**src/sv/sdrb_pkg.sv**
```systemverilog
// Shared types, widths and register indexes for the straight-drive speed profile.
package sdrb_pkg;

    // Configuration channel
    localparam int CFG_IW = 3;
    localparam int CFG_DW = 24;

    localparam logic [CFG_IW-1:0] CFG_TARGET   = 3'd0;
    localparam logic [CFG_IW-1:0] CFG_MAX_PWR  = 3'd1;
    localparam logic [CFG_IW-1:0] CFG_BRAKE    = 3'd2;
    localparam logic [CFG_IW-1:0] CFG_BAND     = 3'd3;
    localparam logic [CFG_IW-1:0] CFG_RAMP     = 3'd4;
    localparam logic [CFG_IW-1:0] CFG_POLARITY = 3'd5;

    localparam logic [6:0] MAX_PWR_RESET = 7'd127;

    // Short divider: quotient is known to stay below 2**DIV_QW
    localparam int DIV_NW = 30;
    localparam int DIV_DW = 23;
    localparam int DIV_QW = 7;
    localparam int DIV_SW = $clog2(DIV_QW);
    localparam logic [DIV_SW-1:0] DIV_LAST = DIV_SW'(DIV_QW - 1);

    typedef enum logic [2:0] {
        ST_IDLE,
        ST_CALC,
        ST_ABS,
        ST_MUL,
        ST_DIV_GO,
        ST_DIV_WAIT,
        ST_WRITE
    } state_t;

    // Step strobes from the sequencer to the lanes and the merge stage
    typedef struct packed {
        logic calc;
        logic absv;
        logic mul;
        logic go;
    } step_ctrl_t;

    // What one wheel lane reports to the merge stage
    typedef struct packed {
        logic       lt_thr;
        logic       gt_thr;
        logic       in_band;
        logic       busy;
        logic [7:0] speed;
    } lane_res_t;

endpackage

```
**src/sv/sdrb_div.sv**
```systemverilog
// Iterative restoring divider, one quotient bit per cycle, quotient below 2**DIV_QW.
module sdrb_div
    import sdrb_pkg::*;
(
    input  logic              clk,
    input  logic              rst_n,
    input  logic              go,
    input  logic [DIV_NW-1:0] dividend,
    input  logic [DIV_DW-1:0] divisor,
    output logic [DIV_QW-1:0] quotient,
    output logic              busy
);

    logic              busy_reg, busy_next;
    logic [DIV_SW-1:0] step_reg, step_next;
    logic [DIV_NW-1:0] rem_reg, rem_next;
    logic [DIV_DW-1:0] dvs_reg, dvs_next;
    logic [DIV_QW-1:0] quo_reg, quo_next;
    logic [DIV_NW-1:0] d_shift;
    logic [DIV_NW-1:0] trial;
    logic              fits;

    assign d_shift = DIV_NW'(dvs_reg) << step_reg;
    assign trial   = rem_reg - d_shift;
    assign fits    = rem_reg >= d_shift;

    always_comb
    begin
        busy_next = busy_reg;
        step_next = step_reg;
        rem_next  = rem_reg;
        dvs_next  = dvs_reg;
        quo_next  = quo_reg;
        if (go)
        begin
            busy_next = 1'b1;
            step_next = DIV_LAST;
            rem_next  = dividend;
            dvs_next  = divisor;
            quo_next  = '0;
        end
        else if (busy_reg)
        begin
            if (fits)
            begin
                rem_next           = trial;
                quo_next[step_reg] = 1'b1;
            end
            step_next = step_reg - 1'b1;
            if (step_reg == '0)
            begin
                busy_next = 1'b0;
            end
        end
    end

    always_ff @(posedge clk or negedge rst_n)
    begin
        if (!rst_n)
        begin
            busy_reg <= 1'b0;
            step_reg <= '0;
        end
        else
        begin
            busy_reg <= busy_next;
            step_reg <= step_next;
        end
    end

    always_ff @(posedge clk)
    begin
        rem_reg <= rem_next;
        dvs_reg <= dvs_next;
        quo_reg <= quo_next;
    end

    assign quotient = quo_reg;
    assign busy     = busy_reg;

endmodule

```
**src/sv/sdrb_lane.sv**
```systemverilog
// One wheel lane: distance moved, error to target, braking speed and stop band check.
module sdrb_lane
    import sdrb_pkg::*;
(
    input  logic               clk,
    input  logic               rst_n,
    input  step_ctrl_t         ctrl,
    input  logic [31:0]        count,
    input  logic [31:0]        base,
    input  logic               enc_inv,
    input  logic signed [23:0] target,
    input  logic [22:0]        brake,
    input  logic [15:0]        band,
    input  logic [6:0]         max_power,
    output lane_res_t          res
);

    logic [31:0]        diff;
    logic signed [32:0] moved_c;
    logic signed [33:0] tgt34;
    logic signed [33:0] thr34;
    logic signed [33:0] err_c;

    logic signed [32:0] moved_reg;
    logic signed [33:0] err_reg;
    logic signed [33:0] neg_err;
    logic [32:0]        mag_reg;
    logic               neg_reg;
    logic               lt_reg;
    logic               gt_reg;
    logic [DIV_NW-1:0]  prod_c;
    logic               big_reg;
    logic               zero_reg;
    logic               band_reg;

    logic [DIV_QW-1:0]  quo;
    logic               div_busy;
    logic [6:0]         spd_mag;
    logic [7:0]         mag8;

    assign diff    = count - base;
    assign moved_c = enc_inv ? -$signed({diff[31], diff}) : $signed({diff[31], diff});
    assign tgt34   = 34'(target);
    assign thr34   = tgt34 - $signed(34'(brake));
    assign err_c   = tgt34 - 34'(moved_reg);
    assign neg_err = -err_reg;

    // Divide only matters when |err| < brake, so the low bits carry it all
    assign prod_c  = DIV_NW'(mag_reg[22:0]) * DIV_NW'(max_power);

    always_ff @(posedge clk)
    begin
        if (ctrl.calc)
        begin
            moved_reg <= moved_c;
        end
        if (ctrl.absv)
        begin
            err_reg <= err_c;
            lt_reg  <= 34'(moved_reg) < thr34;
            gt_reg  <= 34'(moved_reg) > thr34;
        end
        if (ctrl.mul)
        begin
            mag_reg <= err_reg[33] ? neg_err[32:0] : err_reg[32:0];
            neg_reg <= err_reg[33];
        end
        if (ctrl.go)
        begin
            big_reg  <= mag_reg >= 33'(brake);
            zero_reg <= (mag_reg == '0) || (max_power == '0);
            band_reg <= mag_reg < 33'(band);
        end
    end

    sdrb_div u_div
    (
        .clk      (clk),
        .rst_n    (rst_n),
        .go       (ctrl.go),
        .dividend (prod_c),
        .divisor  (brake),
        .quotient (quo),
        .busy     (div_busy)
    );

    // Outside the linear zone the speed saturates at full power
    assign spd_mag = big_reg ? max_power : quo;
    assign mag8    = zero_reg ? 8'd0 : {1'b0, spd_mag};

    always_comb
    begin
        res.lt_thr  = lt_reg;
        res.gt_thr  = gt_reg;
        res.in_band = band_reg;
        res.busy    = div_busy;
        res.speed   = neg_reg ? 8'd0 - mag8 : mag8;
    end

endmodule

```
**src/sv/sdrb_merge.sv**
```systemverilog
// Merge stage: ramp speed, profile phase choice, stop band finish and motor polarity.
module sdrb_merge
    import sdrb_pkg::*;
(
    input  logic        clk,
    input  logic        rst_n,
    input  step_ctrl_t  ctrl,
    input  logic [31:0] elapsed,
    input  logic [15:0] ramp_ms,
    input  logic [6:0]  max_power,
    input  logic [1:0]  motor_inv,
    input  lane_res_t   left_res,
    input  lane_res_t   right_res,
    output logic [7:0]  left_drive,
    output logic [7:0]  right_drive,
    output logic        finish,
    output logic        busy
);

    logic              ramp_ok_reg;
    logic [DIV_NW-1:0] ramp_prod_reg;
    logic [DIV_QW-1:0] ramp_quo;
    logic              ramp_busy;
    logic [7:0]        left_spd;
    logic [7:0]        right_spd;

    always_ff @(posedge clk)
    begin
        if (ctrl.mul)
        begin
            ramp_ok_reg <= elapsed < 32'(ramp_ms);
        end
        if (ctrl.mul)
        begin
            // elapsed below ramp_ms keeps the product within 23 bits
            ramp_prod_reg <= DIV_NW'(elapsed[15:0]) * DIV_NW'(max_power);
        end
    end

    sdrb_div u_ramp_div
    (
        .clk      (clk),
        .rst_n    (rst_n),
        .go       (ctrl.go),
        .dividend (ramp_prod_reg),
        .divisor  (DIV_DW'(ramp_ms)),
        .quotient (ramp_quo),
        .busy     (ramp_busy)
    );

    assign finish = left_res.in_band && right_res.in_band;
    assign busy   = ramp_busy;

    always_comb
    begin
        priority if (ramp_ok_reg && left_res.lt_thr && right_res.lt_thr)
        begin
            left_spd  = {1'b0, ramp_quo};
            right_spd = {1'b0, ramp_quo};
        end
        else if (left_res.gt_thr || right_res.gt_thr)
        begin
            left_spd  = left_res.speed;
            right_spd = right_res.speed;
        end
        else
        begin
            left_spd  = {1'b0, max_power};
            right_spd = {1'b0, max_power};
        end
        if (finish)
        begin
            left_spd  = 8'd0;
            right_spd = 8'd0;
        end
        left_drive  = motor_inv[0] ? 8'd0 - left_spd : left_spd;
        right_drive = motor_inv[1] ? 8'd0 - right_spd : right_spd;
    end

endmodule

```
**src/sv/straight_drive_ramp_brake_profile_core.sv**
```systemverilog
// Top level: request intake, start latching, step sequencer, lanes, merge and result register.
//
// Straight-drive speed profile. Each request on the s_ channel is one control tick
// (time in ms, start flag, two raw encoder counts); each tick yields one result on
// the m_ channel with both motor commands and the sticky finished flag.
// A request with start set latches the time and encoder baselines and clears the flag.
// Configuration goes through the cfg_ channel (index per register, data in the low
// bits); cfg_ready is always high and writes are meant only while no tick is in flight.
// An accepted request steps through the calc, abs, mul, divider start and divider wait
// states, then the write state loads the result register; only after that is the next
// request taken. The three 7-step dividers (left brake, right brake, ramp) run side by
// side in the wait state. Reset clears the baselines, start time, flag and sequencer;
// max_power returns to 127 and all other configuration registers to zero. When the
// receiver stalls, the finished result is held in the output register; one more request
// can be processed meanwhile and then waits until the output register frees up.
module straight_drive_ramp_brake_profile_core
    import sdrb_pkg::*;
(
    input  logic              clk,
    input  logic              rst_n,
    input  logic              s_tvalid,
    output logic              s_tready,
    input  logic [95:0]       s_tdata,   // now_ms[31:0], left_count[63:32], right_count[95:64]
    input  logic              s_tuser,   // start_req
    output logic              m_tvalid,
    input  logic              m_tready,
    output logic [15:0]       m_tdata,   // left_drive[7:0], right_drive[15:8]
    output logic              m_tuser,   // done_res
    input  logic              cfg_valid,
    output logic              cfg_ready,
    input  logic [CFG_IW-1:0] cfg_index,
    input  logic [CFG_DW-1:0] cfg_data
);

    state_t             state_reg, state_next;
    step_ctrl_t         ctrl;
    logic               load_out;
    logic               accept;
    logic               out_free;

    logic signed [23:0] target_reg;
    logic [6:0]         max_power_reg;
    logic [22:0]        brake_reg;
    logic [15:0]        band_reg;
    logic [15:0]        ramp_reg;
    logic [3:0]         pol_reg;

    logic [31:0]        start_time_reg;
    logic [31:0]        left_base_reg;
    logic [31:0]        right_base_reg;
    logic               done_reg, done_next;
    logic [31:0]        now_reg;
    logic [31:0]        left_cnt_reg;
    logic [31:0]        right_cnt_reg;
    logic [31:0]        elapsed_reg;

    lane_res_t          left_res;
    lane_res_t          right_res;
    logic [7:0]         left_drive;
    logic [7:0]         right_drive;
    logic               finish;
    logic               merge_busy;
    logic               any_busy;

    logic               m_tvalid_reg, m_tvalid_next;
    logic [15:0]        m_tdata_reg;
    logic               m_tuser_reg;

    assign accept    = s_tvalid && s_tready;
    assign out_free  = !m_tvalid_reg || m_tready;
    assign any_busy  = left_res.busy || right_res.busy || merge_busy;
    assign cfg_ready = 1'b1;

    // Configuration registers
    always_ff @(posedge clk or negedge rst_n)
    begin
        if (!rst_n)
        begin
            target_reg    <= '0;
            max_power_reg <= MAX_PWR_RESET;
            brake_reg     <= '0;
            band_reg      <= '0;
            ramp_reg      <= '0;
            pol_reg       <= '0;
        end
        else if (cfg_valid && cfg_ready)
        begin
            unique case (cfg_index)
                CFG_TARGET:   target_reg    <= $signed(cfg_data[23:0]);
                CFG_MAX_PWR:  max_power_reg <= cfg_data[6:0];
                CFG_BRAKE:    brake_reg     <= cfg_data[22:0];
                CFG_BAND:     band_reg      <= cfg_data[15:0];
                CFG_RAMP:     ramp_reg      <= cfg_data[15:0];
                CFG_POLARITY: pol_reg       <= cfg_data[3:0];
                default:      ;
            endcase
        end
    end

    // Sequencer: next state
    always_comb
    begin
        state_next = state_reg;
        unique case (state_reg)
            ST_IDLE:     if (s_tvalid) state_next = ST_CALC;
            ST_CALC:     state_next = ST_ABS;
            ST_ABS:      state_next = ST_MUL;
            ST_MUL:      state_next = ST_DIV_GO;
            ST_DIV_GO:   state_next = ST_DIV_WAIT;
            ST_DIV_WAIT: if (!any_busy) state_next = ST_WRITE;
            ST_WRITE:    if (out_free) state_next = ST_IDLE;
            default:     state_next = ST_IDLE;
        endcase
    end

    // Sequencer: outputs
    always_comb
    begin
        s_tready  = 1'b0;
        ctrl.calc = 1'b0;
        ctrl.absv = 1'b0;
        ctrl.mul  = 1'b0;
        ctrl.go   = 1'b0;
        load_out  = 1'b0;
        unique case (state_reg)
            ST_IDLE:     s_tready  = 1'b1;
            ST_CALC:     ctrl.calc = 1'b1;
            ST_ABS:      ctrl.absv = 1'b1;
            ST_MUL:      ctrl.mul  = 1'b1;
            ST_DIV_GO:   ctrl.go   = 1'b1;
            ST_DIV_WAIT: ;
            ST_WRITE:    load_out  = out_free;
            default:     ;
        endcase
    end

    always_comb
    begin
        done_next = done_reg;
        if (accept && s_tuser)
        begin
            done_next = 1'b0;
        end
        else if (load_out && finish)
        begin
            done_next = 1'b1;
        end
    end

    always_ff @(posedge clk or negedge rst_n)
    begin
        if (!rst_n)
        begin
            state_reg      <= ST_IDLE;
            start_time_reg <= '0;
            left_base_reg  <= '0;
            right_base_reg <= '0;
            done_reg       <= 1'b0;
            m_tvalid_reg   <= 1'b0;
        end
        else
        begin
            state_reg    <= state_next;
            done_reg     <= done_next;
            m_tvalid_reg <= m_tvalid_next;
            if (accept && s_tuser)
            begin
                start_time_reg <= s_tdata[31:0];
                left_base_reg  <= s_tdata[63:32];
                right_base_reg <= s_tdata[95:64];
            end
        end
    end

    // Request payload and elapsed time
    always_ff @(posedge clk)
    begin
        if (accept)
        begin
            now_reg       <= s_tdata[31:0];
            left_cnt_reg  <= s_tdata[63:32];
            right_cnt_reg <= s_tdata[95:64];
        end
        if (ctrl.calc)
        begin
            elapsed_reg <= now_reg - start_time_reg;
        end
    end

    sdrb_lane u_left
    (
        .clk       (clk),
        .rst_n     (rst_n),
        .ctrl      (ctrl),
        .count     (left_cnt_reg),
        .base      (left_base_reg),
        .enc_inv   (pol_reg[0]),
        .target    (target_reg),
        .brake     (brake_reg),
        .band      (band_reg),
        .max_power (max_power_reg),
        .res       (left_res)
    );

    sdrb_lane u_right
    (
        .clk       (clk),
        .rst_n     (rst_n),
        .ctrl      (ctrl),
        .count     (right_cnt_reg),
        .base      (right_base_reg),
        .enc_inv   (pol_reg[1]),
        .target    (target_reg),
        .brake     (brake_reg),
        .band      (band_reg),
        .max_power (max_power_reg),
        .res       (right_res)
    );

    sdrb_merge u_merge
    (
        .clk         (clk),
        .rst_n       (rst_n),
        .ctrl        (ctrl),
        .elapsed     (elapsed_reg),
        .ramp_ms     (ramp_reg),
        .max_power   (max_power_reg),
        .motor_inv   (pol_reg[3:2]),
        .left_res    (left_res),
        .right_res   (right_res),
        .left_drive  (left_drive),
        .right_drive (right_drive),
        .finish      (finish),
        .busy        (merge_busy)
    );

    // Result register
    always_comb
    begin
        m_tvalid_next = m_tvalid_reg;
        if (load_out)
        begin
            m_tvalid_next = 1'b1;
        end
        else if (m_tready)
        begin
            m_tvalid_next = 1'b0;
        end
    end

    always_ff @(posedge clk)
    begin
        if (load_out)
        begin
            m_tdata_reg <= {right_drive, left_drive};
            m_tuser_reg <= done_reg || finish;
        end
    end

    assign m_tvalid = m_tvalid_reg;
    assign m_tdata  = m_tdata_reg;
    assign m_tuser  = m_tuser_reg;

    // The finished flag survives every tick that is not a start
    assert property (@(posedge clk) disable iff (!rst_n)
        done_reg && !(accept && s_tuser) |=> done_reg)
        else $error("finished flag dropped without a start");

    // No new request while any divider still iterates
    assert property (@(posedge clk) disable iff (!rst_n)
        any_busy |-> !s_tready)
        else $error("request taken while dividers busy");

    // A tick inside the stop band drives both motors to zero and reports finished
    assert property (@(posedge clk) disable iff (!rst_n)
        load_out && finish |=> m_tvalid && (m_tdata == 16'd0) && m_tuser)
        else $error("stop band result not zero or not finished");

    // A loaded result is never overwritten before it is taken
    assert property (@(posedge clk) disable iff (!rst_n)
        load_out |-> !m_tvalid_reg || m_tready)
        else $error("result register overwritten while stalled");

endmodule

```
**config.mk**
```make
export PLATFORM = sky130hd
export DESIGN_NAME = straight_drive_ramp_brake_profile_core
export DESIGN_NICKNAME = d
export VERILOG_FILES = /design/src/sv/sdrb_pkg.sv /design/src/sv/sdrb_div.sv /design/src/sv/sdrb_lane.sv /design/src/sv/sdrb_merge.sv /design/src/sv/straight_drive_ramp_brake_profile_core.sv
export SDC_FILE = /design/constraint.sdc
export NUM_CORES = 2
export LEC_CHECK = 0
export ABC_AREA = 1
export BUFFER_PORTS_ARGS = -buffer_cell sky130_fd_sc_hd__buf_4
export CAP_MARGIN = 25
export CORE_MARGIN = 1.5
export CORE_UTILIZATION = 45
export CTS_CLUSTER_SIZE = 8
export DETAILED_ROUTE_END_ITERATION = 10
export PLACE_DENSITY_LB_ADDON = 0.25
export SLEW_MARGIN = 20
export SYNTH_ARGS = -nofsm -noshare
export SYNTH_HDL_FRONTEND = slang
export SYNTH_SLANG_ARGS = --single-unit
```
**constraint.sdc**
```tcl
create_clock -name clk -period 7.5 [get_ports clk]
set_input_delay 0.375 -clock clk [delete_from_list [all_inputs] [get_ports clk]]
set_output_delay 0.375 -clock clk [all_outputs]
set_load 0.01 [all_outputs]
```
Word level (Yosys, flattened, before mapping)
Cells that the tools add are included.
{"block": "word_totals", "output_inout_bits": 20, "register_bits": 734, "elab_cells": 222}
{"block": "op_classes", "addsub": 20, "n_mux": 62, "bitwise": 3, "n_eq_ne": 14, "order_cmp": 18, "shifts": 3, "n_reduce_logical": 46, "multipliers": 3}
{"op": "$mux W30", "count": 8}
{"op": "$mux W33", "count": 4}
{"op": "$sub A32 B32 Y32", "count": 3}
{"op": "$ge A30 B30 Y1", "count": 3}
{"op": "$sub A30 B30 Y30", "count": 3}
{"op": "$mux W8", "count": 10}
{"op": "$sub A24 B33 Y34", "count": 2}
{"op": "$ge A33 B23 Y1", "count": 2}
{"op": "$gt A33 B25 Y1", "count": 2}
{"op": "$logic_not A33 Y1", "count": 2}
{"op": "$lt A33 B16 Y1", "count": 2}
{"op": "$lt A33 B25 Y1", "count": 2}
{"op": "$neg A32 Y33", "count": 2}
{"op": "$neg A33 Y33", "count": 2}
{"op": "$mul A23 B7 Y30", "count": 2}
{"op": "$shl A23 B3 Y30", "count": 2}
{"op": "$lt A32 B16 Y1", "count": 1}
{"op": "$sub A1 B8 Y8 const A", "count": 4}
{"op": "$shl A16 B3 Y30", "count": 1}
{"op": "$mux W7", "count": 4}
{"op": "$mux W3", "count": 9}
{"op": "$sub A24 B24 Y25", "count": 1}
{"op": "$reduce_and A2 Y1", "count": 12}
{"op": "$mul A16 B7 Y23", "count": 1}
{"op": "19 further kinds", "count": 85}

Depth between registers and ports, before layout
{"block": "logic_depth", "word_depth": 9, "ltp_mapped": 27, "depth_no_buf": 27}

Modules after synthesis
Synthesis repeated with hierarchy kept, for this count alone.
{"block": "unflattened", "hier_cells": 9449, "hier_area_um2": 70224.9}
{"mod": "sdrb_lane at u_left", "seq_area_each_um2": 3183.1, "n_inst": 1, "area_per_inst_um2": 17717.0, "cells_each": 2477}
{"mod": "sdrb_lane at u_right", "seq_area_each_um2": 3183.1, "n_inst": 1, "area_per_inst_um2": 17302.8, "cells_each": 2437}
{"mod": "straight_drive_ramp_brake_profile_core", "seq_area_each_um2": 9142.5, "n_inst": 1, "area_per_inst_um2": 13922.1, "cells_each": 1417}
{"mod": "sdrb_div at u_left.u_div ...", "seq_area_each_um2": 1831.8, "n_inst": 2, "area_per_inst_um2": 5163.7, "cells_each": 756}
{"mod": "sdrb_merge", "seq_area_each_um2": 720.7, "n_inst": 1, "area_per_inst_um2": 5739.3, "cells_each": 834}
{"mod": "sdrb_div at u_right.u_div", "seq_area_each_um2": 1831.8, "n_inst": 1, "area_per_inst_um2": 5216.3, "cells_each": 772}

Worst setup path before layout
No wires, ideal clock.
{"block": "synth_timing", "kind": "reg2reg", "startpoint": "reg state_reg[1]", "endpoint": "reg u_left.mag_reg[0], enable pin", "setup_ns": 0.658, "path_slack_ns": 0.079, "arrival_time_ns": 6.763, "path_buffers": 0, "path_stages_with_launch": 3, "path_cell_list": "dfrtp_1 > inv_1 > nor3_1"}
{"block": "synth_via", "elab_chain_len": 2}
{"item": "start: declaration", "line": "straight_drive_ramp_brake_profile_core.sv:35", "rtl": "state_t state_reg, state_next;"}
{"item": "start signal: assignment", "line": "straight_drive_ramp_brake_profile_core.sv:163", "rtl": "state_reg <= state_next;"}
{"item": "$eq A3 B2 Y1", "line": "straight_drive_ramp_brake_profile_core.sv:125", "rtl": "unique case (state_reg)"}
{"item": "$mux W1", "line": "straight_drive_ramp_brake_profile_core.sv:125"}
{"item": "end signal: assignment", "line": "sdrb_lane.sv:65", "rtl": "mag_reg <= err_reg[33] ? neg_err[32:0] : err_reg[32:0];"}
{"item": "end: declaration", "line": "sdrb_lane.sv:27", "rtl": "logic [32:0] mag_reg;"}
Every way passes these cells.
A chain may end at the register's enable or synchronous reset.

Final worst setup path
{"block": "layout_timing", "startpoint": "reg max_power_reg[2]", "endpoint": "reg u_left.u_div.rem_reg[27], data pin"}
{"block": "layout_via", "elab_chain_len": 2}
{"item": "start: declaration", "line": "straight_drive_ramp_brake_profile_core.sv:42", "rtl": "logic [6:0] max_power_reg;"}
{"item": "start signal: assignment", "line": "straight_drive_ramp_brake_profile_core.sv:90", "rtl": "CFG_MAX_PWR: max_power_reg <= cfg_data[6:0];"}
{"item": "$mul A23 B7 Y30", "line": "sdrb_lane.sv:49", "rtl": "assign prod_c = DIV_NW'(mag_reg[22:0]) * DIV_NW'(max_power);"}
{"item": "$mux W30", "line": "sdrb_div.sv:34", "rtl": "if (go)"}
{"item": "named net u_left.u_div.rem_next[27]", "line": "sdrb_div.sv:16", "rtl": "logic [DIV_NW-1:0] rem_reg, rem_next;"}
{"item": "end signal: assignment", "line": "sdrb_div.sv:73", "rtl": "rem_reg <= rem_next;"}
{"item": "end: declaration", "line": "sdrb_div.sv:16"}
The timed path passes the listed nets, and every way through them passes these cells.

==> results.yml <==
outcome:
  outcome: "finished clean"
route:
  routed.top_layer: "met5"
  drtIter0Drc: 3792
  wl_met1_um: 84490
  wl_met3_um: 9693
  dr.pass1.iters: 6
  drc_errors: 0
  wl_per_cell_um: 17.47
  wl_met2_um: 87170
  postRouteAntennaNets: 0
  viasPerCell: 5.191
  dr_total_vias: 55890
  routed_wl_um: 188100
floorplan:
  pin_count: 149
  chipHeight_um: 384.3
  core_um2: 144000
  die-area_um2: 147700
  start_util_pct: 45.44
  die_w_um: 384.3
  std_cell_rows: 139
clock_tree:
  clkLatencyLatePin_ns: 0.72
  numCtsBuffers: 106
  post_cts_buffers: 0
  root_buffer: "clkbuf_16"
  hold_buffers: 100
  clk_pin_slew_worst_paths_ns: 0.05
  clockBufferDepth: 3
  cts_resized: 0
  cts.sinks: 734
  cts_max_level: 3
  cts_tree: "yes"
setup_path:
  ff2ff_path_depth: 21
  crit_chain: "buf_4, nand2_1, fa_1, inv_1, fa_1, fa_1, inv_1, fa_1, inv_1, ha_1, nand2_1, nor2_1, inv_1, nor2_1, nand3_1, nand3_1, nand3_1, nand2_1, a21oi_1, o21ai_0, nand2_1"
  cpPeakStageDelay_ns: 1.21
  cp-start-kind: "flip-flop"
  critical_path_arrival_ns: 6.36
  cp_max_fo: 44
  path_class: "reg2reg"
  rrSetupSlack_ns: 1.59
  r2r-start: "max_power_reg[2]"
  worstPathRequired_ns: 7.95
  slowest_stage: "dfstp_2"
  cp-end-kind: "flip-flop"
  r2r-end: "u_left.u_div.rem_reg[27]"
hold_path:
  hold_path.startpoint: "cfg_data[22]"
  hold_path.class: "in2reg"
  holdPathStages: 3
  min_to: "target_reg[22]"
sta:
  setup_viol: 0
  setup_ws_ns: 1.590
  finalMaxSlewViolations: 0
  totalNegativeSetupSlack_ns: 0
  worstMarginPinSlew_ns: 1.041
  fmax_ghz: 0.1692
  hold_viol_final: 0
  fin_crit_sh_pct: 78.80
  slew_headroom_pct: 30.37
  grt_setup_unrepaired: "false"
  clock_skew_ns: 0.04243
  fin_crit_ns: 5.910
cells_and_area:
  area_growth_pct: 10.99
  final_area_um2: 72630
  drive_above_1_share_pct: 4.909
  fin_util_pct: 50.44
  nets: 9765
placement:
  placed_cell_area_um2: 68380
  port-buffer-count: 147
  dp.final_hpwl_um: 150200
  dp_slack_ns: 1.643
  finalWeightedCongestion: 0.9331
synthesis:
  yosysSeqAreaShare_pct: 31.82
  synth_ff_type: "edfxtp_1"
  syn_inst: 8606
  synth_cell_type_count: 67
  synth_edf_count: 510
  synth-seq-cells: 734
  syn_area_um2: 65440
  synthArstFlopShare_pct: 27.66
  syn_area_per_cell_um2: 7.604
  syn-num-nets: 9594
  yosysWarningCount: 0
global_route:
  grt_pass1_wl_um: 296400
  grt_usage_pct: 25.36
  overflow: 0
  antenna_found_initial: 6
  grt_pass1_vias: 54760
  grt_max_degree: 187
run:
  maxCapViolations: 0
[cell families after synthesis]
logic type                 synth area share (%)
DFF                                       31.82
adders and majority gates                 19.71
and+or+nand+nor                           21.97
other                                  0.005731
muxes                                    0.4111
AOI/OAI and AO/OA                         11.75
buffers and inverters                     10.45
xor gates and xnor gates                  3.891
[layer usage]
metal	vias up	track usage, %
li1	28090	-
met1	26090	33.90
met2	1393	42.23
met3	318	3.203
met4	2	8.844
met5	-	0
[Yosys cell counts, drive strengths merged (53+ instances only)]
cell	instances	area (um^2)
ha	573	7169
nand2	2332	8841
nand4	96	615.6
o21ai	670	3364
fa	286	5725
nand3	296	1536
a21oi	541	2723
nor4	53	331.6
nor3	85	430.4
xnor2	115	1015
clkbuf	156	626.9
edfxtp	510	15310
dfrtp	196	4905
xor2	174	1531
buf	64	281.5
nor2	526	2044
inv	1574	5908
[cells in the final DEF, fill, tap and decap left out, types with 53 or more instances in the layout]
cell type / instances
nand2_1: 2299
inv_1: 1564
o21ai_0: 651
ha_1: 573
a21oi_1: 539
edfxtp_1: 510
nor2_1: 506
fa_1: 286
nand3_1: 284
dfrtp_1: 196
buf_4: 177
xor2_1: 173
xnor2_1: 114
clkbuf_16: 106
dlygate4sd3_1: 100
nand4_1: 95
nor3_1: 82
clkbuf_1: 69
nor4_1: 53
[through the flow]
step | hold slack, ns | cells
after floorplan | 0.07941 | 8606
after global placement | 0.4409 | 10470
after detailed placement | 0.4386 | 10470
after CTS | 0.03314 | 10760
after global routing | 0.09696 | 10770
final | 0.07884 | 10770
[worst max path at each step]
stage                      from                  endpoint  depth (start not counted)
2_1_floorplan      state_reg[1]         u_left.mag_reg[0]                          2
3_3_place_gp   max_power_reg[2]  u_left.u_div.rem_reg[27]                         21
3_5_place_dp   max_power_reg[2]  u_left.u_div.rem_reg[27]                         21
4_1_cts        max_power_reg[2]  u_left.u_div.rem_reg[27]                         21
5_1_grt        max_power_reg[2]  u_left.u_div.rem_reg[27]                         21
6_report       max_power_reg[2]  u_left.u_div.rem_reg[27]                         21
[final cells by class]
type	count	area, um^2
inverters	1579	5932
multi-input cells	6073	37820
well taps	1903	2381
fillers	14050	71370
clock inverters	13	241.5
diodes	2	5.005
repair buffers	283	2447
flip-flops and latches	734	20820
clock buffers	180	2980
[worst max-delay path, delay by kind of cell (launching register included)]
family | cells | cell delay (ns)
buffers and inverters | 5 | 0.72
and+or+nand+nor | 9 | 1.12
adders and majority gates | 5 | 2.45
AOI/OAI and AO/OA | 2 | 0.17
DFF | 1 | 1.21
Power is not shown: default switching activity piles up to over one toggle a cycle in this logic, so the estimate is an artifact.
